--- src/rtl/core/rgc_pkg.sv ---
// shared types and constants for the resource grant controller
// no dependencies; imported by every module of the block
package rgc_pkg;

	localparam int RGC_CUSTOMERS = 8;
	localparam int RGC_KINDS     = 3;
	localparam int RGC_UNIT_W    = 8;
	localparam logic [RGC_UNIT_W-1:0] RGC_CAP_RESET = 8'd5;

	typedef enum logic [1:0] {
		ACT_REQUEST = 2'd0,
		ACT_RELEASE = 2'd1,
		ACT_DECLARE = 2'd2,
		ACT_LOAD    = 2'd3
	} action_t;

	typedef logic [RGC_UNIT_W-1:0] unit_t;
	typedef unit_t [RGC_KINDS-1:0] units_t;

	typedef struct packed {
		action_t    action;
		logic [2:0] customer;
		unit_t      amount_a;
		unit_t      amount_b;
		unit_t      amount_c;
	} req_t;

	typedef struct packed {
		logic accepted;
		logic customer_done;
	} rsp_t;

	// one customer row: held and remaining units per kind
	typedef struct packed {
		units_t held;
		units_t remaining;
	} entry_t;

	// outcome of one request, from the ruling logic to the state owners
	typedef struct packed {
		logic   ok;
		logic   entry_we;
		logic   pool_we;
		logic   done_next;
		entry_t entry;
		units_t pool;
	} verdict_t;

endpackage

--- src/rtl/core/rgc_store.sv ---
// per-customer row memory with registered read
// depends on rgc_pkg; valid bits make unwritten rows read as zero
module rgc_store #(
	parameter int CUSTOMERS = rgc_pkg::RGC_CUSTOMERS,
	parameter int AW        = 3
) (
	input  logic            clk,
	input  logic            arst_n,
	input  logic            rd_en,
	input  logic [AW-1:0]   rd_addr,
	input  logic            wr_en,
	input  logic [AW-1:0]   wr_addr,
	input  rgc_pkg::entry_t wr_data,
	output rgc_pkg::entry_t rd_data
);
	import rgc_pkg::*;

	entry_t               mem [CUSTOMERS];
	logic [CUSTOMERS-1:0] row_valid_q;
	entry_t               rdata_q;
	logic                 rvalid_q;
	logic                 fwd_q;
	entry_t               fwd_data_q;

	always_ff @(posedge clk) begin
		if (wr_en) begin
			mem[wr_addr] <= wr_data;
		end
		if (rd_en) begin
			rdata_q    <= mem[rd_addr];
			fwd_data_q <= wr_data;
		end
	end

	always_ff @(posedge clk or negedge arst_n) begin
		if (!arst_n) begin
			row_valid_q <= '0;
			rvalid_q    <= 1'b0;
			fwd_q       <= 1'b0;
		end else begin
			if (wr_en) begin
				row_valid_q[wr_addr] <= 1'b1;
			end
			if (rd_en) begin
				rvalid_q <= row_valid_q[rd_addr];
				// write to the same row in the read cycle: take the new data
				fwd_q    <= wr_en && (wr_addr == rd_addr);
			end
		end
	end

	always_comb begin
		if (fwd_q) begin
			rd_data = fwd_data_q;
		end else if (rvalid_q) begin
			rd_data = rdata_q;
		end else begin
			rd_data = '0;
		end
	end

endmodule

--- src/rtl/core/rgc_exec.sv ---
// grant / release / declare / load ruling for one request
// depends on rgc_pkg; purely combinational, three kinds side by side
module rgc_exec (
	input  rgc_pkg::req_t     req,
	input  logic              cust_ok,
	input  logic              done_cur,
	input  rgc_pkg::entry_t   entry,
	input  rgc_pkg::units_t   pool,
	input  rgc_pkg::unit_t    cap,
	output rgc_pkg::verdict_t verdict
);
	import rgc_pkg::*;

	units_t                 amt;
	logic [RGC_KINDS-1:0]   grant_k;
	logic [RGC_KINDS-1:0]   free_k;
	logic [RGC_UNIT_W:0]    held_sum [RGC_KINDS];
	logic [RGC_UNIT_W:0]    pool_sum [RGC_KINDS];
	entry_t                 grant_entry;
	entry_t                 free_entry;
	units_t                 grant_pool;
	units_t                 free_pool;

	assign amt[0] = req.amount_a;
	assign amt[1] = req.amount_b;
	assign amt[2] = req.amount_c;

	always_comb begin
		for (int k = 0; k < RGC_KINDS; k++) begin
			held_sum[k] = {1'b0, entry.held[k]} + {1'b0, amt[k]};
			pool_sum[k] = {1'b0, pool[k]} + {1'b0, amt[k]};
			grant_k[k]  = (amt[k] <= entry.remaining[k]) && (entry.remaining[k] <= pool[k])
				&& (held_sum[k] <= {1'b0, cap});
			free_k[k]   = (amt[k] <= entry.held[k]) && !pool_sum[k][RGC_UNIT_W];
			grant_entry.held[k]      = held_sum[k][RGC_UNIT_W-1:0];
			grant_entry.remaining[k] = entry.remaining[k] - amt[k];
			grant_pool[k]            = pool[k] - amt[k];
			free_entry.held[k]       = entry.held[k] - amt[k];
			free_entry.remaining[k]  = entry.remaining[k];
			free_pool[k]             = pool_sum[k][RGC_UNIT_W-1:0];
		end
	end

	always_comb begin
		verdict           = '0;
		verdict.entry     = entry;
		verdict.pool      = pool;
		verdict.done_next = done_cur;
		unique case (req.action)
			ACT_REQUEST: begin
				verdict.ok       = cust_ok && !done_cur && (&grant_k);
				verdict.entry_we = verdict.ok;
				verdict.pool_we  = verdict.ok;
				verdict.entry    = grant_entry;
				verdict.pool     = grant_pool;
				if (verdict.ok && (grant_entry.remaining == '0)) begin
					verdict.done_next = 1'b1;
				end
			end
			ACT_RELEASE: begin
				verdict.ok       = cust_ok && (&free_k);
				verdict.entry_we = verdict.ok;
				verdict.pool_we  = verdict.ok;
				verdict.entry    = free_entry;
				verdict.pool     = free_pool;
			end
			ACT_DECLARE: begin
				verdict.ok              = cust_ok;
				verdict.entry_we        = cust_ok;
				verdict.entry.remaining = amt;
				if (cust_ok) begin
					verdict.done_next = 1'b0;
				end
			end
			ACT_LOAD: begin
				verdict.ok      = 1'b1;
				verdict.pool_we = 1'b1;
				verdict.pool    = amt;
			end
			default: begin
				verdict.ok = 1'b0;
			end
		endcase
		verdict.done_next = verdict.done_next && cust_ok;
	end

endmodule

--- src/rtl/core/resource_grant_controller_core.sv ---
// path: a request goes through the stage 1 register, then the response register
// throughput: one request per cycle while responses are taken, set by the row memory read/modify/write loop
// back-to-back requests to the same customer are covered by write-to-read forwarding
// reset: pool and finished flags clear, cap = 5, all rows read as zero via valid bits
// top level of the resource grant controller; depends on rgc_pkg, rgc_store, rgc_exec
module resource_grant_controller_core #(
	parameter int CUSTOMERS = rgc_pkg::RGC_CUSTOMERS
) (
	input  logic                 clk,
	input  logic                 arst_n,
	input  logic                 cfg_wr_en,
	input  rgc_pkg::unit_t       cfg_wr_data,
	input  logic                 req_valid,
	output logic                 req_ready,
	input  rgc_pkg::req_t        req_data,
	output logic                 rsp_valid,
	input  logic                 rsp_ready,
	output rgc_pkg::rsp_t        rsp_data
);
	import rgc_pkg::*;

	localparam int AW = (CUSTOMERS > 1) ? $clog2(CUSTOMERS) : 1;

	// request handshake and stage 1 (row read data available)
	logic               accept;
	logic               fire_s1;
	logic               valid_s1;
	req_t               req_s1;
	logic               cust_ok_s1;
	logic [AW+2:0]      rd_ext;
	logic [AW+2:0]      wr_ext;
	logic [AW-1:0]      rd_addr;
	logic [AW-1:0]      addr_s1;

	// architectural state kept in flops
	units_t             pool_q;
	logic [CUSTOMERS-1:0] done_q;
	unit_t              cap_q;

	// row memory and ruling
	entry_t             row_s1;
	logic               done_cur;
	verdict_t           verdict;

	// response register
	logic               rsp_valid_q;
	rsp_t               rsp_q;

	assign fire_s1   = valid_s1 && (!rsp_valid_q || rsp_ready);
	assign req_ready = !valid_s1 || fire_s1;
	assign accept    = req_valid && req_ready;

	// customer index widened or trimmed to the row address
	assign rd_ext  = {{AW{1'b0}}, req_data.customer};
	assign wr_ext  = {{AW{1'b0}}, req_s1.customer};
	assign rd_addr = rd_ext[AW-1:0];
	assign addr_s1 = wr_ext[AW-1:0];

	assign cust_ok_s1 = (32'(req_s1.customer) < CUSTOMERS);
	assign done_cur   = cust_ok_s1 && done_q[addr_s1];

	// stage 1 register, loaded at the edge the row read is issued
	always_ff @(posedge clk or negedge arst_n) begin
		if (!arst_n) begin
			valid_s1 <= 1'b0;
		end else if (req_ready) begin
			valid_s1 <= req_valid;
		end
	end

	always_ff @(posedge clk) begin
		if (accept) begin
			req_s1 <= req_data;
		end
	end

	rgc_store #(
		.CUSTOMERS (CUSTOMERS),
		.AW        (AW)
	) u_store (
		.clk     (clk),
		.arst_n  (arst_n),
		.rd_en   (accept),
		.rd_addr (rd_addr),
		.wr_en   (fire_s1 && verdict.entry_we),
		.wr_addr (addr_s1),
		.wr_data (verdict.entry),
		.rd_data (row_s1)
	);

	rgc_exec u_exec (
		.req      (req_s1),
		.cust_ok  (cust_ok_s1),
		.done_cur (done_cur),
		.entry    (row_s1),
		.pool     (pool_q),
		.cap      (cap_q),
		.verdict  (verdict)
	);

	// cap register, pool and finished flags
	always_ff @(posedge clk or negedge arst_n) begin
		if (!arst_n) begin
			cap_q  <= RGC_CAP_RESET;
			pool_q <= '0;
			done_q <= '0;
		end else begin
			if (cfg_wr_en) begin
				cap_q <= cfg_wr_data;
			end
			if (fire_s1 && verdict.pool_we) begin
				pool_q <= verdict.pool;
			end
			// out-of-range customers never change a flag
			if (fire_s1 && cust_ok_s1) begin
				done_q[addr_s1] <= verdict.done_next;
			end
		end
	end

	// response register, freed by rsp_ready
	always_ff @(posedge clk or negedge arst_n) begin
		if (!arst_n) begin
			rsp_valid_q <= 1'b0;
		end else if (fire_s1) begin
			rsp_valid_q <= 1'b1;
		end else if (rsp_ready) begin
			rsp_valid_q <= 1'b0;
		end
	end

	always_ff @(posedge clk) begin
		if (fire_s1) begin
			rsp_q.accepted      <= verdict.ok;
			rsp_q.customer_done <= verdict.done_next;
		end
	end

	assign rsp_valid = rsp_valid_q;
	assign rsp_data  = rsp_q;

endmodule
--- config.mk ---
export PLATFORM = sky130hd
export DESIGN_NAME = resource_grant_controller_core
export DESIGN_NICKNAME = d
export VERILOG_FILES = /design/src/rtl/core/rgc_pkg.sv /design/src/rtl/core/rgc_store.sv /design/src/rtl/core/rgc_exec.sv /design/src/rtl/core/resource_grant_controller_core.sv
export SDC_FILE = /design/constraint.sdc
export NUM_CORES = 1
export LEC_CHECK = 0
export BUFFER_PORTS_ARGS = -buffer_cell sky130_fd_sc_hd__buf_4
export CAP_MARGIN = 20
export CORE_MARGIN = 2
export CORE_UTILIZATION = 59
export DETAILED_ROUTE_END_ITERATION = 6
export PLACE_DENSITY = 0.75
export SLEW_MARGIN = 30
export SYNTH_ARGS = -nofsm -noshare
export SYNTH_HDL_FRONTEND = slang
export SYNTH_SLANG_ARGS = --single-unit
export TNS_END_PERCENT = 50
--- constraint.sdc ---
create_clock -name clk -period 11.1 [get_ports clk]
set_input_delay 1.11 -clock clk [delete_from_list [all_inputs] [get_ports clk]]
set_output_delay 1.11 -clock clk [all_outputs]
set_load 0.01 [all_outputs]
# After elaboration in Yosys (flattened, before gate mapping)
# Memory sizes are Yosys's and may differ from the RTL's. A register that Yosys moved wholly into a read port is not among the register bits.
# Cells that the tools add are included.
# W data, S select, Z words.
dict set report word_totals {
  out_inout_bits 4
  mem_bits_rw 384
  memories 1
  reg_bits 131
}
# name depth width rd rd_clocked_by_memory_dff write_ports line_no
set mem_list {}
lappend mem_list {u_store.mem 8 48 1 1 1 rgc_store.sv:18} ;# entry_t mem [CUSTOMERS];
dict set report op_classes {
  n_reduce_logical 33
  eq_ne 4
  addsub 15
  magnitude_cmp 15
  bitwise_logic 1
  mux 21
}
# operator n
set op_table {}
lappend op_table {{$mux W48} 2}
lappend op_table {{$pmux W24 S2} 2}
lappend op_table {{$le A8 B8 Y1} 9}
lappend op_table {{$pmux W24 S3} 1}
lappend op_table {{$sub A8 B8 Y8} 9}
lappend op_table {{$add A8 B8 Y9} 6}
lappend op_table {{$le A9 B8 Y1} 3}
lappend op_table {{$logic_not A24 Y1} 1}
lappend op_table {{$logic_and A1 B1 Y1} 17}
lappend op_table {{$pmux W1 S3} 3}
lappend op_table {{$bwmux W8} 1}
lappend op_table {{$lt A3 B4 Y1 const B} 2}
lappend op_table {{$mux W1} 8}
lappend op_table {{$or A8 B8 Y8} 1}
lappend op_table {{$bmux W1 S3} 2}
lappend op_table {{$logic_not A1 Y1} 6}
lappend op_table {{$reduce_and A3 Y1} 2}
lappend op_table {{$eq A2 B2 Y1 const B} 2}
lappend op_table {{$demux W1 S3} 1}
lappend op_table {{$eq A3 B3 Y1} 1}
lappend op_table {{$ge A3 B1 Y1 const B} 1}
lappend op_table {{$reduce_bool A3 Y1} 1}
lappend op_table {{$eq A2 B1 Y1 const B} 1}
lappend op_table {{$logic_not A2 Y1} 1}
lappend op_table {{other kinds (5)} 6}

# Longest topological paths before layout
dict set report logic_depth {
  depth_word 11
  mapped_depth 26
  depth_no_buf 21
}

# Modules after synthesis
# Synthesis repeated with hierarchy kept, for this count alone.
dict set report unflattened {
  cells_unflattened 1956
  hier_area_um2 28426.0
}
# module cells_each area_each_um2 instances
set by_module_without_submodules {}
lappend by_module_without_submodules {rgc_store 758 18255.0 1}
lappend by_module_without_submodules {rgc_exec 1056 7497.2 1}
lappend by_module_without_submodules {resource_grant_controller_core 142 2673.8 1}

# Worst setup path after synthesis
# No wires, ideal clock.
dict set report synth_timing {
  path_kind {register to register}
  from {register u_store.fwd_q}
  to {memory u_store.mem[0][0] in the netlist's numbering (enable)}
  synth_period_minus_slack_ns 7.037
  t_arrival_ns 6.583
  setup_slack_ns 4.063
  required_time_ns 10.646
  setup_time_ns 0.454
  stages_incl_launch_ff 25
  cell_sequence {dfrtp_1 -> clkbuf_1 -> nor2b_1 -> clkbuf_1 -> buf_1 -> a22oi_1 -> inv_1 -> ha_1 -> inv_1 -> fa_1 -> o21bai_1 -> a21oi_1 -> nor2_1 -> nor2_1 -> o21bai_1 -> xnor2_1 -> ha_1 -> a211oi_1 -> o211ai_1 -> o211ai_1 -> nand4_1 -> or4_4 -> o21ai_4 -> nand3_1 -> nor2_1}
}
dict set report synth_via {
  elab_chain_cells 10
}
# element line_no
set synth_rtl {}
lappend synth_rtl {{from (decl)} rgc_store.sv:22} ;# logic fwd_q;
lappend synth_rtl {{from (signal assigned)} rgc_store.sv:47} ;# fwd_q <= wr_en && (wr_addr == rd_addr);
lappend synth_rtl {{$mux W48 (*)} rgc_store.sv:53} ;# if (fwd_q) begin
lappend synth_rtl {{$add A8 B8 Y9 / $le A8 B8 Y1 (equally long branches)} {rgc_exec.sv:30, rgc_exec.sv:32}}
lappend synth_rtl {{$le A9 B8 Y1 / $logic_and A1 B1 Y1 (equally long branches)} {rgc_exec.sv:33, rgc_exec.sv:32}}
lappend synth_rtl {{$logic_and A1 B1 Y1} rgc_exec.sv:33} ;# && (held_sum[k] <= {1'b0, cap});
lappend synth_rtl {{$reduce_and A3 Y1} rgc_exec.sv:51} ;# verdict.ok = cust_ok && !done_cur && (&grant_k);
lappend synth_rtl {{$logic_and A1 B1 Y1} rgc_exec.sv:51}
lappend synth_rtl {{$pmux W1 S3 (*)} rgc_exec.sv:49} ;# unique case (req.action)
lappend synth_rtl {{$logic_and A1 B1 Y1 (*)} resource_grant_controller_core.sv:85} ;# .wr_en (fire_s1 && verdict.entry_we),
lappend synth_rtl {{$mux W1 (*)} rgc_store.sv:26} ;# if (wr_en) begin
lappend synth_rtl {{$mux W1 (not written as such) (*)} rgc_store.sv:27} ;# mem[wr_addr] <= wr_data;
lappend synth_rtl {{to (decl)} rgc_store.sv:18}
# Mark *: on every way between the ends. The rest lies on a longest branch, timed or not.

# Final worst setup path
dict set report layout_timing {
  from {register u_store.fwd_q}
  to {memory u_store.mem[0][23] in the netlist's numbering (enable)}
}
# The elaborated chain is that of the path after synthesis.

==> run metrics <==
WS Path Type=flip-flop to flip-flop; Fillers=3324; largest family of logic cells by synthesized area=multiplexers; CTS H-Tree Depth=2; post-cts gate resize count=0; CP Cell Sequence=buf_4 > nor2b_4 > buf_4 > a22oi_1 > inv_1 > ha_1 > inv_1 > fa_1 > o21bai_1 > a21oi_1 > nor2_1 > nor2_1 > o21bai_1 > xnor2_1 > ha_1 > a211oi_1 > o211ai_1 > o211ai_1 > nand4_1 > or4_4 > o21ai_4 > nand3_1 > nor2_4 > buf_4; Slew @ Worst Pin=approximately 1.1 ns; slowest cell on the critical path=nor2b_4; # rows=80; initial DRC count=1706; total CTS buffers=56; Hold Path Origin=u_store.row_valid_q[2]$_DFFE_PN0P_; number of I/O pins=46; compound-gate portion of the synthesized area=between 8 and 9%; mux cell area share after synthesis=12.02%; DIE AREA=49550 µm²; Final Hold Viols=0; ratio of cells with drive above 1 in the final layout=16.44%; cell area after synthesis=28190 µm²; width of the die=between 200 and 250 µm; Final #Nets=2228; largest net degree at the start of global routing=74; Synth top area share=~54%; Clock Tree Buf Depth=3; initial antenna violation count=0; highest clock rate=131.4 MHz; WL/cell=27.11 µm; area delta synth->final=9.822%; CTS tree=yes; CP delay by family, top=simple AND/OR/NAND/NOR gates; Leak Pwr=11.33 nW; IO buf count=45; register area share after synthesis=between 50 and 60%; Worst Path Buf+Inv=5; element type at the critical path start=flip-flop; critical-path maximum fanout=51; drt first pass iters=6; Main synth FF type=edfxtp_1; most frequent cells in the layout=edfxtp_1, ha_1, inv_1, a21oi_1, mux4_2; Slew Limit Fails=0; post-layout min period=7.610 ns; Worst Reg2Reg Path Length in Cells=24; core region area=47450 µm²; post-synthesis register bit count=563; ys async rst share=a little over 9%; Worst Path Arrival=around 7.9 ns; FF-to-FF End=u_store.mem[0][23]$_DFFE_PP_; area leader, netlist=edfxtp_1; Hold-fix buffers, CTS=0; Final period util=68.56%; WHS=around 0.48 ns; hold endpoint=u_store.row_valid_q[2]$_DFFE_PN0P_; worst r2r src=u_store.fwd_q$_DFFE_PN0P_; hpwl dp=48130 µm; number of enable flip-flop cells after synthesis=511; GRT overflow=0; Post-Layout Cell Count=2665; post-placement cell count=2560; maximum VDD drop=0.1499 mV; pwr/cell area=between 200 and 250 nW/µm²; Detail Route Antenna Nets=0; Final setup viols=0; xor and xnor area share after synthesis=2.610%; DRC errors left=0; clk_skew=0.03040 ns; Starting Density=59.42%; adder-cell share of the synthesized area=8.522%; vias=17240; Clk Latency, worst-skew pair=0.62 ns; Slew headroom=~30%; number of max-cap violations=0; Global Route Usage Sum=29.63%; WHS Path Cells=1; commonest non-fill, non-tap cell in the layout=edfxtp_1; Avg Inst Size Synth=14.36 µm²; TNS Setup=0 ns; first-pass GRT wire length=108500 µm; root buf cell=clkbuf_16; Yosys cell types=72; vias in the first global route=about 17000; reg-to-reg setup timing slack=roughly 3.5 ns; ANT cells=0; Post-CTS Setup Bufs=0; crit-path most repeated cell=buf_4; yosys warns=0; Mapped Nets=2188; Routed Wire Length=around 72000 µm; Vias/cell=6.470; Die Span Y=222.6 µm; Gate Count Post-Synth=1963; RSZ-0062 raised after global routing=false; CP Capture Type=flip-flop; Post-Synth Simple-Gate Area=6.307%; Hold Path Class=flip-flop to flip-flop; status=complete, no violations; total power=0.006220 W; Clock Sink Count=563; crit-path max cell delay=0.64 ns; CP Data Required Time=11.34 ns; GP Congestion=0.9320; CTS clk-pin slew, worst paths=0.06 ns; top post-synthesis cells by area=edfxtp_1, mux4_2, ha_1
==> synthesized netlist by cell type, types with 9 or more instances <==
master      n
fa_1       15
o22a_1     12
a22o_1     40
ha_1      168
clkbuf_1   58
nand2_1    89
buf_1      19
nand4_1    18
o22ai_1     9
edfxtp_1  511
a31oi_1     9
nor3_1     15
o211ai_1   14
dfrtp_1    50
xnor2_1    55
nand3_1    18
o21bai_1   20
a21oi_1    99
xor2_1     29
mux4_2     98
nand2b_1   29
a22oi_1     9
o21ai_0   108
mux2i_1    30
inv_1     103
a211oi_1   12
nor2b_1    34
nor2_1    103
mux2_2     63
==> layer usage <==
metal / global-route usage (%) / up-vias / wire (µm)
met3: 3.888 / 132 / 4412
met4: 10.80 / 0 / 2480
met2: 49.61 / 692 / 35750
li1: - / 7631 / -
met5: 0 / - / 0
met1: 40.13 / 8787 / 29620
==> where the power goes <==
| part | leakage [nW] | switching [W] | internal [W] | total (W) |
|---|---|---|---|---|
| logic | 5.13 | 0.00106 | 0.000692 | 0.00175 |
| clock network | 0.853 | 0.000795 | 0.00103 | 0.00183 |
| registers | 5.34 | 0.0000955 | 0.00255 | 0.00264 |
==> cell families after synthesis <==
logic type | count (synthesis)
buffers and inverters | 188
AND/OR/NAND/NOR | 357
adder cells (fa/ha/maj) | 183
multiplexers | 201
XOR/XNOR | 84
flip-flops | 563
AO/OA/AOI/OAI | 387
==> cell type report <==
| cell class | count | area (µm²) | area share (%) |
|---|---|---|---|
| timing repair buffer | 66 | 503.0 | 1.625 |
| clock buffer | 76 | 1559 | 5.036 |
| inverter | 104 | 395.4 | 1.277 |
| multi-input combinational | 1212 | 10870 | 35.10 |
| tap | 615 | 769.5 | 2.485 |
| sequential | 563 | 16650 | 53.78 |
| clock inverter | 29 | 215.2 | 0.6951 |
==> state kept, by name, indices dropped and copies added, names as in the netlist <==
register,flops
u_store.rdata_q,48
u_store.mem,384
pool_q,24
u_store.rvalid_q,1
rsp_data,2
cap_q,8
rsp_valid,1
u_store.fwd_q,1
done_q,8
u_store.row_valid_q,8
addr_s1,3
req_s1,26
u_store.fwd_data_q,48
valid_s1,1
==> worst max-delay path by stage <==
stage                         startpoint                            to  slack (ns)  cells after the start
2_1_floorplan  u_store.fwd_q$_DFFE_PN0P_   u_store.mem[0][0]$_DFFE_PP_        4.06                     24
3_3_place_gp   u_store.fwd_q$_DFFE_PN0P_  u_store.mem[0][20]$_DFFE_PP_        3.79                     24
3_5_place_dp   u_store.fwd_q$_DFFE_PN0P_  u_store.mem[0][20]$_DFFE_PP_        3.59                     24
4_1_cts        u_store.fwd_q$_DFFE_PN0P_  u_store.mem[0][21]$_DFFE_PP_        3.45                     24
5_1_grt        u_store.fwd_q$_DFFE_PN0P_  u_store.mem[0][13]$_DFFE_PP_        2.97                     24
6_report       u_store.fwd_q$_DFFE_PN0P_  u_store.mem[0][23]$_DFFE_PP_        3.49                     24
==> metrics by stage <==
stage | setup WS (ns) | util [%] | cell area (µm²)
after detailed placement | 3.586 | 61.51 | 29180
after global placement | 3.790 | 61.51 | 29180
final | 3.490 | 65.25 | 30960
after CTS | 3.445 | 65.25 | 30960
after global routing | 2.967 | 65.25 | 30960
after floorplan | 4.063 | - | 28190
(Power assumes the default switching activity.)
